==> src/sv/bab_pkg.sv <==
// Shared types, widths and codes of the block allocation bitmap.
// Depends on nothing; compiled first.
`default_nettype none

package bab_pkg;

    // Defaults of the top-level parameters
    localparam int unsigned MAX_BLOCKS_DEF     = 1024;
    localparam int unsigned SCAN_WORD_BITS_DEF = 32;

    // Field widths of the request and response
    localparam int unsigned KIND_W   = 3;
    localparam int unsigned IDX_W    = 10;
    localparam int unsigned CNT_W    = 11;
    localparam int unsigned STATUS_W = 2;

    localparam logic [CNT_W-1:0] BLOCK_COUNT_RST = 11'd1024;
    localparam logic [CNT_W-1:0] CNT_SAT         = '1;

    typedef logic [KIND_W-1:0]   kind_t;
    typedef logic [STATUS_W-1:0] status_t;

    // Request kinds
    localparam kind_t KIND_FORMAT = 3'd0;
    localparam kind_t KIND_CHECK  = 3'd1;
    localparam kind_t KIND_ALLOC  = 3'd2;
    localparam kind_t KIND_FREE   = 3'd3;
    localparam kind_t KIND_FIND   = 3'd4;

    // Response status codes
    localparam status_t STAT_OK        = 2'd0;
    localparam status_t STAT_RANGE     = 2'd1;
    localparam status_t STAT_NOT_ALLOC = 2'd2;
    localparam status_t STAT_IN_USE    = 2'd3;

    // Controller to datapath
    typedef struct packed {
        logic accept;     // latch the request
        logic decode;     // read the row of block_index
        logic range_err;  // report index out of range
        logic fmt_start;  // restore count and hint, restart the sweep
        logic clr_step;   // zero one map row
        logic examine;    // act on the row of block_index
        logic scan_init;  // start a free-block scan
        logic scan_step;  // evaluate one row, fetch the next
        logic load_out;   // move the result into the response register
    } bab_cmd_t;

    // Datapath to controller
    typedef struct packed {
        logic is_format;
        logic is_find;
        logic is_map_op;   // check, allocate or free
        logic range_bad;
        logic need_scan;
        logic scan_empty;
        logic scan_end;
        logic clr_last;
    } bab_stat_t;

endpackage

`default_nettype wire

==> src/sv/bab_if.sv <==
// Request and response channels of the block allocation bitmap.
// Depends on bab_pkg for the field widths.
`default_nettype none

interface bab_req_if;
    logic                          valid;
    logic                          ready;
    logic [bab_pkg::KIND_W-1:0]    kind;
    logic [bab_pkg::IDX_W-1:0]     block_index;
    logic [bab_pkg::CNT_W-1:0]     search_start;

    modport source (output valid, output kind, output block_index, output search_start,
                    input ready);
    modport sink   (input valid, input kind, input block_index, input search_start,
                    output ready);
endinterface

interface bab_rsp_if;
    logic                          valid;
    logic                          ready;
    logic [bab_pkg::STATUS_W-1:0]  status;
    logic [bab_pkg::IDX_W-1:0]     found_block;
    logic                          found_valid;
    logic [bab_pkg::CNT_W-1:0]     free_total;
    logic [bab_pkg::IDX_W-1:0]     first_free_hint;
    logic                          hint_valid;

    modport source (output valid, output status, output found_block, output found_valid,
                    output free_total, output first_free_hint, output hint_valid,
                    input ready);
    modport sink   (input valid, input status, input found_block, input found_valid,
                    input free_total, input first_free_hint, input hint_valid,
                    output ready);
endinterface

`default_nettype wire

==> src/sv/bab_datapath.sv <==
// Datapath of the block allocation bitmap: map memory, counters, hint, scan logic
// and response register. Depends on bab_pkg; driven by bab_ctrl.
`default_nettype none

module bab_datapath #(
    parameter int unsigned MAX_BLOCKS     = bab_pkg::MAX_BLOCKS_DEF,
    parameter int unsigned SCAN_WORD_BITS = bab_pkg::SCAN_WORD_BITS_DEF
) (
    input  wire logic                         clk,
    input  wire logic                         rst_n,
    input  wire logic [bab_pkg::CNT_W-1:0]    block_count,
    input  wire logic [bab_pkg::KIND_W-1:0]   req_kind,
    input  wire logic [bab_pkg::IDX_W-1:0]    req_block_index,
    input  wire logic [bab_pkg::CNT_W-1:0]    req_search_start,
    input  wire bab_pkg::bab_cmd_t            cmd,
    output bab_pkg::bab_stat_t                stat,
    output logic [bab_pkg::STATUS_W-1:0]      status,
    output logic [bab_pkg::IDX_W-1:0]         found_block,
    output logic                              found_valid,
    output logic [bab_pkg::CNT_W-1:0]         free_total,
    output logic [bab_pkg::IDX_W-1:0]         first_free_hint,
    output logic                              hint_valid
);
    import bab_pkg::*;

    // Map rows are a power of two wide so block -> (row, bit) is a shift and a mask
    localparam int unsigned LOG_W     = $clog2(SCAN_WORD_BITS);
    localparam int unsigned WORD_BITS = 1 << LOG_W;
    localparam int unsigned ROWS      = (MAX_BLOCKS + WORD_BITS - 1) / WORD_BITS;
    localparam int unsigned ROW_W     = (ROWS > 1) ? $clog2(ROWS) : 1;
    localparam int unsigned OFF_W     = (LOG_W > 0) ? LOG_W : 1;
    localparam int unsigned RST_FREE_I = (MAX_BLOCKS > 1024) ? 1024 : MAX_BLOCKS;
    localparam logic [CNT_W-1:0] RST_FREE  = CNT_W'(RST_FREE_I);
    localparam logic [CNT_W-1:0] OFF_MASK  = CNT_W'(WORD_BITS - 1);
    localparam logic [CNT_W-1:0] WORD_SPAN = CNT_W'(WORD_BITS);

    logic [WORD_BITS-1:0] map_mem [ROWS];
    logic [WORD_BITS-1:0] rdata_reg;

    logic [KIND_W-1:0]   kind_reg;
    logic [CNT_W-1:0]    idx_reg, start_reg, n_reg;
    logic [CNT_W-1:0]    free_reg, free_next;
    logic [CNT_W-1:0]    hint_reg, hint_next;
    logic                hint_ok_reg, hint_ok_next;
    logic [STATUS_W-1:0] status_reg, status_next;
    logic [CNT_W-1:0]    found_reg, found_next;
    logic                fvalid_reg, fvalid_next;
    logic [ROW_W-1:0]    scan_row_reg, scan_row_next;
    logic                first_reg, first_next;
    logic [OFF_W-1:0]    off0_reg, off0_next;
    logic [ROW_W-1:0]    clr_row_reg, clr_row_next;

    logic [CNT_W-1:0]     eff_n;
    logic                 is_check, is_alloc, is_free, is_find;
    logic [ROW_W-1:0]     idx_row, p_row;
    logic [OFF_W-1:0]     idx_off, p_off;
    logic                 idx_bit;
    logic [CNT_W-1:0]     p;
    logic [CNT_W-1:0]     base, rem;
    logic [WORD_BITS-1:0] cand;
    logic [CNT_W-1:0]     hit_off;
    logic [CNT_W-1:0]     hit_pos;
    logic                 hit, last;
    logic                 write_ok;
    logic                 mem_we, mem_re;
    logic [ROW_W-1:0]     waddr, raddr;
    logic [WORD_BITS-1:0] wdata, idx_mask;

    assign eff_n = (int'(block_count) < int'(MAX_BLOCKS)) ? block_count : CNT_W'(MAX_BLOCKS);

    assign is_check = (kind_reg == KIND_CHECK);
    assign is_alloc = (kind_reg == KIND_ALLOC);
    assign is_free  = (kind_reg == KIND_FREE);
    assign is_find  = (kind_reg == KIND_FIND);

    assign idx_row  = ROW_W'(idx_reg >> LOG_W);
    assign idx_off  = OFF_W'(idx_reg & OFF_MASK);
    assign idx_bit  = rdata_reg[idx_off];
    assign idx_mask = WORD_BITS'(1) << idx_off;

    // Allocation rescans from the next block, find from its start index
    assign p     = is_alloc ? (idx_reg + CNT_W'(1)) : start_reg;
    assign p_row = ROW_W'(p >> LOG_W);
    assign p_off = OFF_W'(p & OFF_MASK);

    // Row under evaluation: base block and blocks left before n
    assign base = CNT_W'(scan_row_reg) << LOG_W;
    assign rem  = n_reg - base;
    assign last = (rem <= WORD_SPAN);

    always_comb
    begin
        for (int b = 0; b < WORD_BITS; b++)
        begin
            cand[b] = !rdata_reg[b] && (CNT_W'(b) < rem)
                      && (!first_reg || (b >= int'(off0_reg)));
        end
    end

    // Lowest free candidate in the row
    always_comb
    begin
        hit_off = '0;
        for (int b = WORD_BITS - 1; b >= 0; b--)
        begin
            if (cand[b])
            begin
                hit_off = CNT_W'(b);
            end
        end
    end

    assign hit     = |cand;
    assign hit_pos = base + hit_off;

    assign write_ok = (is_alloc && !idx_bit) || (is_free && idx_bit);

    always_comb
    begin
        stat.is_format  = (kind_reg == KIND_FORMAT);
        stat.is_find    = is_find;
        stat.is_map_op  = is_check || is_alloc || is_free;
        stat.range_bad  = (is_check || is_alloc || is_free) ? (idx_reg >= n_reg)
                        : is_find ? (start_reg > n_reg) : 1'b0;
        stat.need_scan  = is_alloc && !idx_bit && (!hint_ok_reg || (hint_reg == idx_reg));
        stat.scan_empty = (p >= n_reg);
        stat.scan_end   = hit || last;
        stat.clr_last   = (clr_row_reg == ROW_W'(ROWS - 1));
    end

    // Memory port control
    always_comb
    begin
        mem_we = cmd.clr_step || (cmd.examine && write_ok);
        waddr  = cmd.clr_step ? clr_row_reg : idx_row;
        wdata  = cmd.clr_step ? '0
               : (is_alloc ? (rdata_reg | idx_mask) : (rdata_reg & ~idx_mask));
        mem_re = cmd.decode || cmd.scan_init || cmd.scan_step;
        priority if (cmd.decode)
        begin
            raddr = idx_row;
        end
        else if (cmd.scan_init)
        begin
            raddr = p_row;
        end
        else
        begin
            raddr = scan_row_reg + ROW_W'(1);
        end
    end

    always_ff @(posedge clk)
    begin
        if (mem_we)
        begin
            map_mem[waddr] <= wdata;
        end
        if (mem_re)
        begin
            rdata_reg <= map_mem[raddr];
        end
    end

    // Request latch
    always_ff @(posedge clk)
    begin
        if (cmd.accept)
        begin
            kind_reg  <= req_kind;
            idx_reg   <= CNT_W'(req_block_index);
            start_reg <= req_search_start;
            n_reg     <= eff_n;
        end
    end

    always_comb
    begin
        free_next     = free_reg;
        hint_next     = hint_reg;
        hint_ok_next  = hint_ok_reg;
        status_next   = status_reg;
        found_next    = found_reg;
        fvalid_next   = fvalid_reg;
        scan_row_next = scan_row_reg;
        first_next    = first_reg;
        off0_next     = off0_reg;
        clr_row_next  = clr_row_reg;

        if (cmd.accept)
        begin
            status_next = STAT_OK;
            found_next  = '0;
            fvalid_next = 1'b0;
        end

        if (cmd.range_err)
        begin
            status_next = STAT_RANGE;
        end

        if (cmd.fmt_start)
        begin
            free_next    = n_reg;
            hint_next    = '0;
            hint_ok_next = (n_reg != '0);
            clr_row_next = '0;
        end

        if (cmd.clr_step)
        begin
            clr_row_next = clr_row_reg + ROW_W'(1);
        end

        if (cmd.examine)
        begin
            if (is_check)
            begin
                status_next = idx_bit ? STAT_OK : STAT_NOT_ALLOC;
            end
            else if (is_alloc)
            begin
                if (idx_bit)
                begin
                    status_next = STAT_IN_USE;
                end
                else if (free_reg != '0)
                begin
                    free_next = free_reg - CNT_W'(1);
                end
            end
            else if (is_free)
            begin
                if (!idx_bit)
                begin
                    status_next = STAT_NOT_ALLOC;
                end
                else
                begin
                    if (free_reg != CNT_SAT)
                    begin
                        free_next = free_reg + CNT_W'(1);
                    end
                    if (!hint_ok_reg || (hint_reg > idx_reg))
                    begin
                        hint_next    = idx_reg;
                        hint_ok_next = 1'b1;
                    end
                end
            end
        end

        if (cmd.scan_init)
        begin
            scan_row_next = p_row;
            off0_next     = p_off;
            first_next    = 1'b1;
            if (p >= n_reg)
            begin
                // nothing to examine: record a miss
                if (is_alloc)
                begin
                    hint_next    = '0;
                    hint_ok_next = 1'b0;
                end
            end
        end

        if (cmd.scan_step)
        begin
            scan_row_next = scan_row_reg + ROW_W'(1);
            first_next    = 1'b0;
            if (hit || last)
            begin
                if (is_find)
                begin
                    found_next  = hit ? hit_pos : '0;
                    fvalid_next = hit;
                end
                else
                begin
                    hint_next    = hit ? hit_pos : '0;
                    hint_ok_next = hit;
                end
            end
        end
    end

    always_ff @(posedge clk or negedge rst_n)
    begin
        if (!rst_n)
        begin
            free_reg    <= RST_FREE;
            hint_reg    <= '0;
            hint_ok_reg <= 1'b1;
            clr_row_reg <= '0;
        end
        else
        begin
            free_reg    <= free_next;
            hint_reg    <= hint_next;
            hint_ok_reg <= hint_ok_next;
            clr_row_reg <= clr_row_next;
        end
    end

    always_ff @(posedge clk)
    begin
        status_reg   <= status_next;
        found_reg    <= found_next;
        fvalid_reg   <= fvalid_next;
        scan_row_reg <= scan_row_next;
        first_reg    <= first_next;
        off0_reg     <= off0_next;
    end

    // Response register
    always_ff @(posedge clk)
    begin
        if (cmd.load_out)
        begin
            status          <= status_reg;
            found_block     <= IDX_W'(found_reg);
            found_valid     <= fvalid_reg;
            free_total      <= free_reg;
            first_free_hint <= hint_ok_reg ? IDX_W'(hint_reg) : '0;
            hint_valid      <= hint_ok_reg;
        end
    end

endmodule

`default_nettype wire

==> src/sv/bab_ctrl.sv <==
// Controller of the block allocation bitmap: sequences clear sweeps, map accesses
// and scans, and owns both handshakes. Depends on bab_pkg.
`default_nettype none

module bab_ctrl (
    input  wire logic               clk,
    input  wire logic               rst_n,
    input  wire logic               req_valid,
    output logic                    req_ready,
    output logic                    rsp_valid,
    input  wire logic               rsp_ready,
    input  wire bab_pkg::bab_stat_t stat,
    output bab_pkg::bab_cmd_t       cmd
);
    import bab_pkg::*;

    localparam logic [2:0] S_RST_CLR    = 3'd0;
    localparam logic [2:0] S_IDLE       = 3'd1;
    localparam logic [2:0] S_DECODE     = 3'd2;
    localparam logic [2:0] S_EXAMINE    = 3'd3;
    localparam logic [2:0] S_SCAN_START = 3'd4;
    localparam logic [2:0] S_SCAN       = 3'd5;
    localparam logic [2:0] S_FMT_CLR    = 3'd6;
    localparam logic [2:0] S_DONE       = 3'd7;

    logic [2:0] state_reg, state_next;
    logic       out_valid_reg, out_valid_next;

    assign req_ready = (state_reg == S_IDLE);
    assign rsp_valid = out_valid_reg;

    always_comb
    begin
        state_next     = state_reg;
        out_valid_next = out_valid_reg && !rsp_ready;
        cmd            = '0;

        unique case (state_reg)
            S_RST_CLR:
            begin
                cmd.clr_step = 1'b1;
                if (stat.clr_last)
                begin
                    state_next = S_IDLE;
                end
            end
            S_IDLE:
            begin
                if (req_valid)
                begin
                    cmd.accept = 1'b1;
                    state_next = S_DECODE;
                end
            end
            S_DECODE:
            begin
                cmd.decode = 1'b1;
                priority if (stat.is_format)
                begin
                    cmd.fmt_start = 1'b1;
                    state_next    = S_FMT_CLR;
                end
                else if (stat.range_bad)
                begin
                    cmd.range_err = 1'b1;
                    state_next    = S_DONE;
                end
                else if (stat.is_map_op)
                begin
                    state_next = S_EXAMINE;
                end
                else if (stat.is_find)
                begin
                    state_next = S_SCAN_START;
                end
                else
                begin
                    state_next = S_DONE;
                end
            end
            S_EXAMINE:
            begin
                cmd.examine = 1'b1;
                state_next  = stat.need_scan ? S_SCAN_START : S_DONE;
            end
            S_SCAN_START:
            begin
                cmd.scan_init = 1'b1;
                state_next    = stat.scan_empty ? S_DONE : S_SCAN;
            end
            S_SCAN:
            begin
                cmd.scan_step = 1'b1;
                if (stat.scan_end)
                begin
                    state_next = S_DONE;
                end
            end
            S_FMT_CLR:
            begin
                cmd.clr_step = 1'b1;
                if (stat.clr_last)
                begin
                    state_next = S_DONE;
                end
            end
            S_DONE:
            begin
                // hold until the response register is free
                if (!out_valid_reg || rsp_ready)
                begin
                    cmd.load_out   = 1'b1;
                    out_valid_next = 1'b1;
                    state_next     = S_IDLE;
                end
            end
            default:
            begin
                state_next = S_IDLE;
            end
        endcase
    end

    always_ff @(posedge clk or negedge rst_n)
    begin
        if (!rst_n)
        begin
            state_reg     <= S_RST_CLR;
            out_valid_reg <= 1'b0;
        end
        else
        begin
            state_reg     <= state_next;
            out_valid_reg <= out_valid_next;
        end
    end

endmodule

`default_nettype wire

==> src/sv/block_allocation_bitmap.sv <==
// Top level of the block allocation bitmap: block_count register, controller and
// datapath. Depends on bab_pkg, bab_if, bab_ctrl and bab_datapath.
//
// Usage
//   req carries one request (kind, block_index, search_start); rsp returns exactly
//   one response per request, in order. cfg_we/cfg_wdata write block_count; write
//   it only while no request is in flight. The block serves one request at a time.
//   Each map row is W bits wide (SCAN_WORD_BITS rounded up to a power of two), and
//   the map holds R = ceil(MAX_BLOCKS / W) rows. Find scans the map; allocate
//   rescans it only when it takes the hinted block or has no valid hint. A scan
//   evaluates one map row per cycle while the next row is read; format zeroes all
//   R rows, one map row per cycle. After reset a sweep clears the map while
//   req.ready stays low; block_count returns to 1024.
//   The response sits in an output register; while rsp.ready is low it holds, and
//   a new request is still taken and worked on until its result needs that register.
`default_nettype none

module block_allocation_bitmap #(
    parameter int unsigned MAX_BLOCKS     = bab_pkg::MAX_BLOCKS_DEF,
    parameter int unsigned SCAN_WORD_BITS = bab_pkg::SCAN_WORD_BITS_DEF
) (
    input  wire logic                      clk,
    input  wire logic                      rst_n,
    input  wire logic                      cfg_we,
    input  wire logic [bab_pkg::CNT_W-1:0] cfg_wdata,
    bab_req_if.sink                        req,
    bab_rsp_if.source                      rsp
);
    import bab_pkg::*;

    logic [CNT_W-1:0] block_count_reg;
    bab_cmd_t         cmd;
    bab_stat_t        stat;

    // Configuration register
    always_ff @(posedge clk or negedge rst_n)
    begin
        if (!rst_n)
        begin
            block_count_reg <= BLOCK_COUNT_RST;
        end
        else if (cfg_we)
        begin
            block_count_reg <= cfg_wdata;
        end
    end

    bab_ctrl u_ctrl (
        .clk       (clk),
        .rst_n     (rst_n),
        .req_valid (req.valid),
        .req_ready (req.ready),
        .rsp_valid (rsp.valid),
        .rsp_ready (rsp.ready),
        .stat      (stat),
        .cmd       (cmd)
    );

    bab_datapath #(
        .MAX_BLOCKS     (MAX_BLOCKS),
        .SCAN_WORD_BITS (SCAN_WORD_BITS)
    ) u_datapath (
        .clk              (clk),
        .rst_n            (rst_n),
        .block_count      (block_count_reg),
        .req_kind         (req.kind),
        .req_block_index  (req.block_index),
        .req_search_start (req.search_start),
        .cmd              (cmd),
        .stat             (stat),
        .status           (rsp.status),
        .found_block      (rsp.found_block),
        .found_valid      (rsp.found_valid),
        .free_total       (rsp.free_total),
        .first_free_hint  (rsp.first_free_hint),
        .hint_valid       (rsp.hint_valid)
    );

    // One request at a time: an accepted request closes the input for the next cycle
    a_one_in_flight: assert property (@(posedge clk) disable iff (!rst_n)
        req.valid && req.ready |=> !req.ready)
        else $error("request accepted while another is in progress");

    // A found block is only reported with an ok status
    a_found_ok: assert property (@(posedge clk) disable iff (!rst_n)
        rsp.valid && rsp.found_valid |-> rsp.status == STAT_OK)
        else $error("found block reported with error status");

    // Without a valid hint the hint field reads zero
    a_hint_zero: assert property (@(posedge clk) disable iff (!rst_n)
        rsp.valid && !rsp.hint_valid |-> rsp.first_free_hint == '0)
        else $error("hint field nonzero while hint is invalid");

endmodule

`default_nettype wire

==> src/flat_wrapper.sv <==
// flat-port wrapper written by rule: the top's interface ports become plain ports
module block_allocation_bitmap_flat import bab_pkg::*;
#(
    parameter int unsigned MAX_BLOCKS     = bab_pkg::MAX_BLOCKS_DEF,
    parameter int unsigned SCAN_WORD_BITS = bab_pkg::SCAN_WORD_BITS_DEF
)
  (clk, rst_n, cfg_we, cfg_wdata, req_valid, req_kind, req_block_index, req_search_start, req_ready, rsp_valid, rsp_status, rsp_found_block, rsp_found_valid, rsp_free_total, rsp_first_free_hint, rsp_hint_valid, rsp_ready);
  bab_req_if req_i ();
  bab_rsp_if rsp_i ();
  input  wire logic clk;
  input  wire logic rst_n;
  input  wire logic cfg_we;
  input  wire logic [bab_pkg::CNT_W-1:0] cfg_wdata;
  input wire logic [$bits(req_i.valid)-1:0] req_valid;
  input wire logic [$bits(req_i.kind)-1:0] req_kind;
  input wire logic [$bits(req_i.block_index)-1:0] req_block_index;
  input wire logic [$bits(req_i.search_start)-1:0] req_search_start;
  output wire logic [$bits(req_i.ready)-1:0] req_ready;
  output wire logic [$bits(rsp_i.valid)-1:0] rsp_valid;
  output wire logic [$bits(rsp_i.status)-1:0] rsp_status;
  output wire logic [$bits(rsp_i.found_block)-1:0] rsp_found_block;
  output wire logic [$bits(rsp_i.found_valid)-1:0] rsp_found_valid;
  output wire logic [$bits(rsp_i.free_total)-1:0] rsp_free_total;
  output wire logic [$bits(rsp_i.first_free_hint)-1:0] rsp_first_free_hint;
  output wire logic [$bits(rsp_i.hint_valid)-1:0] rsp_hint_valid;
  input wire logic [$bits(rsp_i.ready)-1:0] rsp_ready;
  assign req_i.valid = req_valid;
  assign req_i.kind = req_kind;
  assign req_i.block_index = req_block_index;
  assign req_i.search_start = req_search_start;
  assign req_ready = req_i.ready;
  assign rsp_valid = rsp_i.valid;
  assign rsp_status = rsp_i.status;
  assign rsp_found_block = rsp_i.found_block;
  assign rsp_found_valid = rsp_i.found_valid;
  assign rsp_free_total = rsp_i.free_total;
  assign rsp_first_free_hint = rsp_i.first_free_hint;
  assign rsp_hint_valid = rsp_i.hint_valid;
  assign rsp_i.ready = rsp_ready;
  block_allocation_bitmap #(.MAX_BLOCKS(MAX_BLOCKS), .SCAN_WORD_BITS(SCAN_WORD_BITS)) u_core (.clk(clk), .rst_n(rst_n), .cfg_we(cfg_we), .cfg_wdata(cfg_wdata), .req(req_i), .rsp(rsp_i));
endmodule
==> config.mk <==
export PLATFORM = sky130hd
export DESIGN_NAME = block_allocation_bitmap_flat
export DESIGN_NICKNAME = d
export VERILOG_FILES = /design/src/sv/bab_pkg.sv /design/src/sv/bab_if.sv /design/src/sv/bab_datapath.sv /design/src/sv/bab_ctrl.sv /design/src/sv/block_allocation_bitmap.sv /design/src/flat_wrapper.sv
export SDC_FILE = /design/constraint.sdc
export NUM_CORES = 2
export LEC_CHECK = 0
export BUFFER_PORTS_ARGS = -buffer_cell sky130_fd_sc_hd__buf_2
export CAP_MARGIN = 20
export CORE_UTILIZATION = 30
export DETAILED_ROUTE_END_ITERATION = 10
export GPL_TIMING_DRIVEN = 1
export PLACE_DENSITY = 0.44
export SYNTH_ARGS = -nofsm -noshare
export SYNTH_HDL_FRONTEND = slang
export SYNTH_SLANG_ARGS = --single-unit
==> constraint.sdc <==
create_clock -name clk -period 9.7 [get_ports clk]
set_input_delay 1.455 -clock clk [delete_from_list [all_inputs] [get_ports clk]]
set_output_delay 1.455 -clock clk [all_outputs]
set_load 0.01 [all_outputs]
==> results.md <==
- The flow ran to the end, and the final reports show no timing, DRC or antenna violations.
- TritonCTS built the clock tree.
- The number of max-cap violations is 0.
- By area the synthesized netlist is led by sky130_fd_sc_hd__edfxtp_1 (66%), sky130_fd_sc_hd__mux2i_1 (13%), sky130_fd_sc_hd__nand2_1 (2.6%).
- The number of nets produced by synthesis is around 3,600.
- The gate count of the mapped netlist is approximately 3,500.
- The vertical die dimension is approximately 420 microns.
- In this run, the number of DRC markers left after iteration 0 of detailed routing was 2,634.
- Counting the buffers created by CTS gives 137.
- The initial cell density of the core is 0.304.
- The number of placed instances, taps included, is ~5,600.
- The buffer depth of the longest clock path is 3.
- The number of vias per cell is between 5 and 6.
- The die covers 174,000 sq um.
- The final antenna diode count is 0.
- For this design the static power due to leakage is about 21 nW.
- The root cell of the clock tree is sky130_fd_sc_hd__clkbuf_16.
- Counting the fill cells in the layout gives 16,389.
- The end of the worst register-to-register path is u_core.u_datapath.rdata_reg[0]$_DFFE_PP_.
- In the final routed layout, each cell accounts on average for roughly 28 microns.
- The initialized floorplan defines 151 standard-cell rows.
- The number of register bits inferred by synthesis is 1,193.
- The worst relative slew slack is 0.235.
- After clock tree synthesis, the clock-pin slew on the worst setup and hold paths is 50 ps.
- Adding up every negative setup slack in the final design gives 0 ps.
- The critical path starts at u_core.u_datapath.idx_reg[4]$_DFFE_PP_.
- The layout overhead on the synthesized area is 14.9%.
- STA classifies the critical path startpoint as a register.
- Each instance of the synthesized netlist takes up on average around 15 sq um.
- The final count of pins violating max slew is 0.
- The post-CTS setup buffer count is 0.
- Once layout is done, the placed cells without fillers occupy 59,300 sq um.
- The post-detailed-placement cell area is 55,000 sq um.
- The endpoint type of the worst setup path is a register.
- The number of unique standard cell types used by synthesis is 84.
- The slew of the pin with the lowest slew margin is 1140 ps.
- The count of boundary I/O pins is 77.
- The pre-antenna-repair detailed-routing pass consisted of 5 iterations.
- At the end of the flow, the number of nets in the layout was between 3,000 and 4,000.
- The Yosys warning count is 0.
- The setup check on the worst reg-to-reg path leaves a slack of just under 4000 ps.
- The HPWL after detailed placement is about 90,000 microns.
- The clock latency at the later pin of the worst-skew pair is 790 ps.
- The register area is about 35,000 sq um.
- Based on the critical path, the design can be clocked at up to 172 MHz.
- For this run, the total global-route usage over all layers was measured as 0.189.
- The number of global-route vias before repair is between 30,000 and 40,000.
- The routability-driven placement congestion ratio is between 0.8 and 0.9.
- The via count is about 31,000.
- Counting I/O delays and the setup requirement, the final critical path takes just under 6000 ps.
- The worst register-to-register path begins at u_core.u_datapath.idx_reg[4]$_DFFE_PP_.
- The number of cells on the worst reg-to-reg path is 11.
- Measured on the finished design, the core utilization comes to 0.349.
- In this run the cell area of the synthesized design comes to 51,600 sq um.
- The share of synthesized area in the top cell type comes to 0.661.
- The final layout contains routed wiring with a total length of between 150,000 and 200,000 microns.
- The dominant cell by count in the synthesized netlist is sky130_fd_sc_hd__edfxtp_1.
- The final-report setup violation count is 0.
- The synthesized design contains 1,136 enable-type register cells.
- In the synthesized netlist the dominant register cell turns out to be sky130_fd_sc_hd__edfxtp_1.
- The sequential element share of the synthesized area is 0.687.
- The maximum vdd drop is between 400 and 500 uV.
- Of the cells placed in the final design, the portion with a size suffix greater than 1 is 0.127.
- The setup path with the least slack is of type reg2reg.
- The aggregate global routing overflow is 0.
- The number of standard cells in the final layout excluding fillers is roughly 5,900.
- The count of nets left with antenna violations once routing finished came out at 0.
- In this run the power density over the cells is 368 nW/um^2.
- Setup repair after global routing left no endpoint under its margin.
- By count the netlist is led by sky130_fd_sc_hd__edfxtp_1 (1,136), sky130_fd_sc_hd__mux2i_1 (664), sky130_fd_sc_hd__nand2_1 (364), sky130_fd_sc_hd__nor2_1 (147), sky130_fd_sc_hd__a32oi_1 (131).
- The cell type with the highest aggregate area in the netlist is sky130_fd_sc_hd__edfxtp_1.
- The fraction of the cycle the final worst path needs is 0.599.
- The clock sink count is approximately 1,200.
- The area of combinational cells with multiple inputs is around 15,000 sq um.
- The type of the worst min-delay path is reg2reg.
- The number of remaining DRC errors is 0.
- The region available for standard cell placement spans about 170,000 sq um.
- For the worst setup path, the data arrival time is around 6300 ps.
- The number of hold violations in the final report is 0.
- The sum of internal, switching and leakage power is 21.9 mW.
- Hold repair after CTS inserted 0 buffers.
- Data on the critical path is required at its endpoint by ~10,000 ps.
- Of all nets on the critical path, the largest fanout is ~130.
- Between clock sinks in the finished design, the worst skew comes to ~42 ps.
- The first global-routing pass estimated 233,000 microns of wire.
- Entering global routing, the biggest net connects 129 pins.
- The clock tree synthesis step divided the H-tree into 4 levels.
- The initial antenna violation count came to 0.
- The flip-flop count of the largest register, all copies and words added is 1,024.
- The horizontal die dimension is ~420 microns.
- Following the worst setup path forward leads to its endpoint at u_core.u_datapath.rdata_reg[0]$_DFFE_PP_.
- The number of buffers inserted by port buffering is 76.
- Once the clock tree was built, the resizer swapped 0 gates to a different size.
- For this run, asynchronously set or reset flops after synthesis account for 0.0360.
[cell families (layout without fill, tap and decap cells)]
| logic type | count (synthesis) | in the layout | share of synthesized area |
|---|---|---|---|
| flip-flops | 1193 | 1193 | 0.687 |
| adder cells (fa/ha/maj) | 59 | 59 | 0.0144 |
| buffers and inverters | 233 | 457 | 0.0219 |
| AND/OR/NAND/NOR | 778 | 778 | 0.0685 |
| XOR/XNOR | 25 | 25 | 0.00424 |
| AO/OA/AOI/OAI | 482 | 482 | 0.0673 |
| multiplexers | 688 | 688 | 0.136 |
[worst min path at each step]
stage | cells past startpoint | end | startpoint | slack, ps
3_3_place_gp | 0 | u_core.u_datapath.found_block[3]$_DFFE_PP_ | u_core.u_datapath.found_reg[3]$_DFF_P_ | 420
5_1_grt | 0 | u_core.u_datapath.found_block[2]$_DFFE_PP_ | u_core.u_datapath.found_reg[2]$_DFF_P_ | 440
3_5_place_dp | 0 | u_core.u_datapath.found_block[2]$_DFFE_PP_ | u_core.u_datapath.found_reg[2]$_DFF_P_ | 420
6_report | 0 | u_core.u_datapath.found_block[2]$_DFFE_PP_ | u_core.u_datapath.found_reg[2]$_DFF_P_ | 430
4_1_cts | 0 | u_core.u_datapath.found_block[2]$_DFFE_PP_ | u_core.u_datapath.found_reg[2]$_DFF_P_ | 430
2_1_floorplan | 0 | u_core.u_datapath.found_block[1]$_DFFE_PP_ | u_core.u_datapath.found_reg[1]$_DFF_P_ | 410
[final cells by class]
cell class / count / share of cell area
Clock buffer: 182 / 0.0612
Clock inverter: 61 / 0.00850
Inverter: 40 / 0.00253
Multi-Input combinational cell: 2032 / 0.261
Sequential cell: 1193 / 0.598
Tap cell: 2218 / 0.0468
Timing Repair Buffer: 174 / 0.0220
[cell usage in the layout, fill, tap and decap left out, drive strengths merged, types with 46 or more instances in the layout]
cell / instances
edfxtp: 1136
o21ai: 88
clkbuf: 183
a32oi: 131
mux2i: 664
a21oi: 82
clkinv: 52
nor2: 147
nand2: 365
buf: 173
nand3: 50
inv: 46
ha: 58
[where the power goes]
group	switching (mW)	total, mW	internal (mW)
clock	2.11	4.84	2.73
sequential	0.435	7.54	7.11
combinational	6.18	9.47	3.28
total	8.73	21.9	13.1
[metal layers]
| metal | track usage | share of wire | vias to the layer above | wire, microns |
|---|---|---|---|---|
| li1 | - | - | 13732 | - |
| met1 | 0.264 | 0.47 | 16191 | 77600 |
| met2 | 0.303 | 0.46 | 843 | 77200 |
| met3 | 0.0258 | 0.041 | 213 | 6830 |
| met4 | 0.0582 | 0.026 | 0 | 4390 |
| met5 | 0 | 0 | - | 0 |
[stage by stage]
| stage | hold slack (ps) | worst slack (ps) |
|---|---|---|
| 2_1_floorplan | 408 | 5270 |
| 3_3_place_gp | 425 | 4080 |
| 3_5_place_dp | 420 | 4030 |
| 4_1_cts | 433 | 3970 |
| 5_1_grt | 436 | 3680 |
| 6_report | 432 | 3890 |
[critical path: stages, from the launching register on]
cell	delay, ps
sky130_fd_sc_hd__edfxtp_1	730
sky130_fd_sc_hd__clkinv_1	540
sky130_fd_sc_hd__nor3_1	530
sky130_fd_sc_hd__xnor2_1	150
sky130_fd_sc_hd__a211oi_1	430
sky130_fd_sc_hd__a2bb2oi_4	770
sky130_fd_sc_hd__buf_12	750
sky130_fd_sc_hd__buf_4	580
sky130_fd_sc_hd__mux2i_1	410
sky130_fd_sc_hd__mux2i_1	130
sky130_fd_sc_hd__a32oi_1	220
sky130_fd_sc_hd__nand4_1	110
Power figures use the tool's default switching activity.
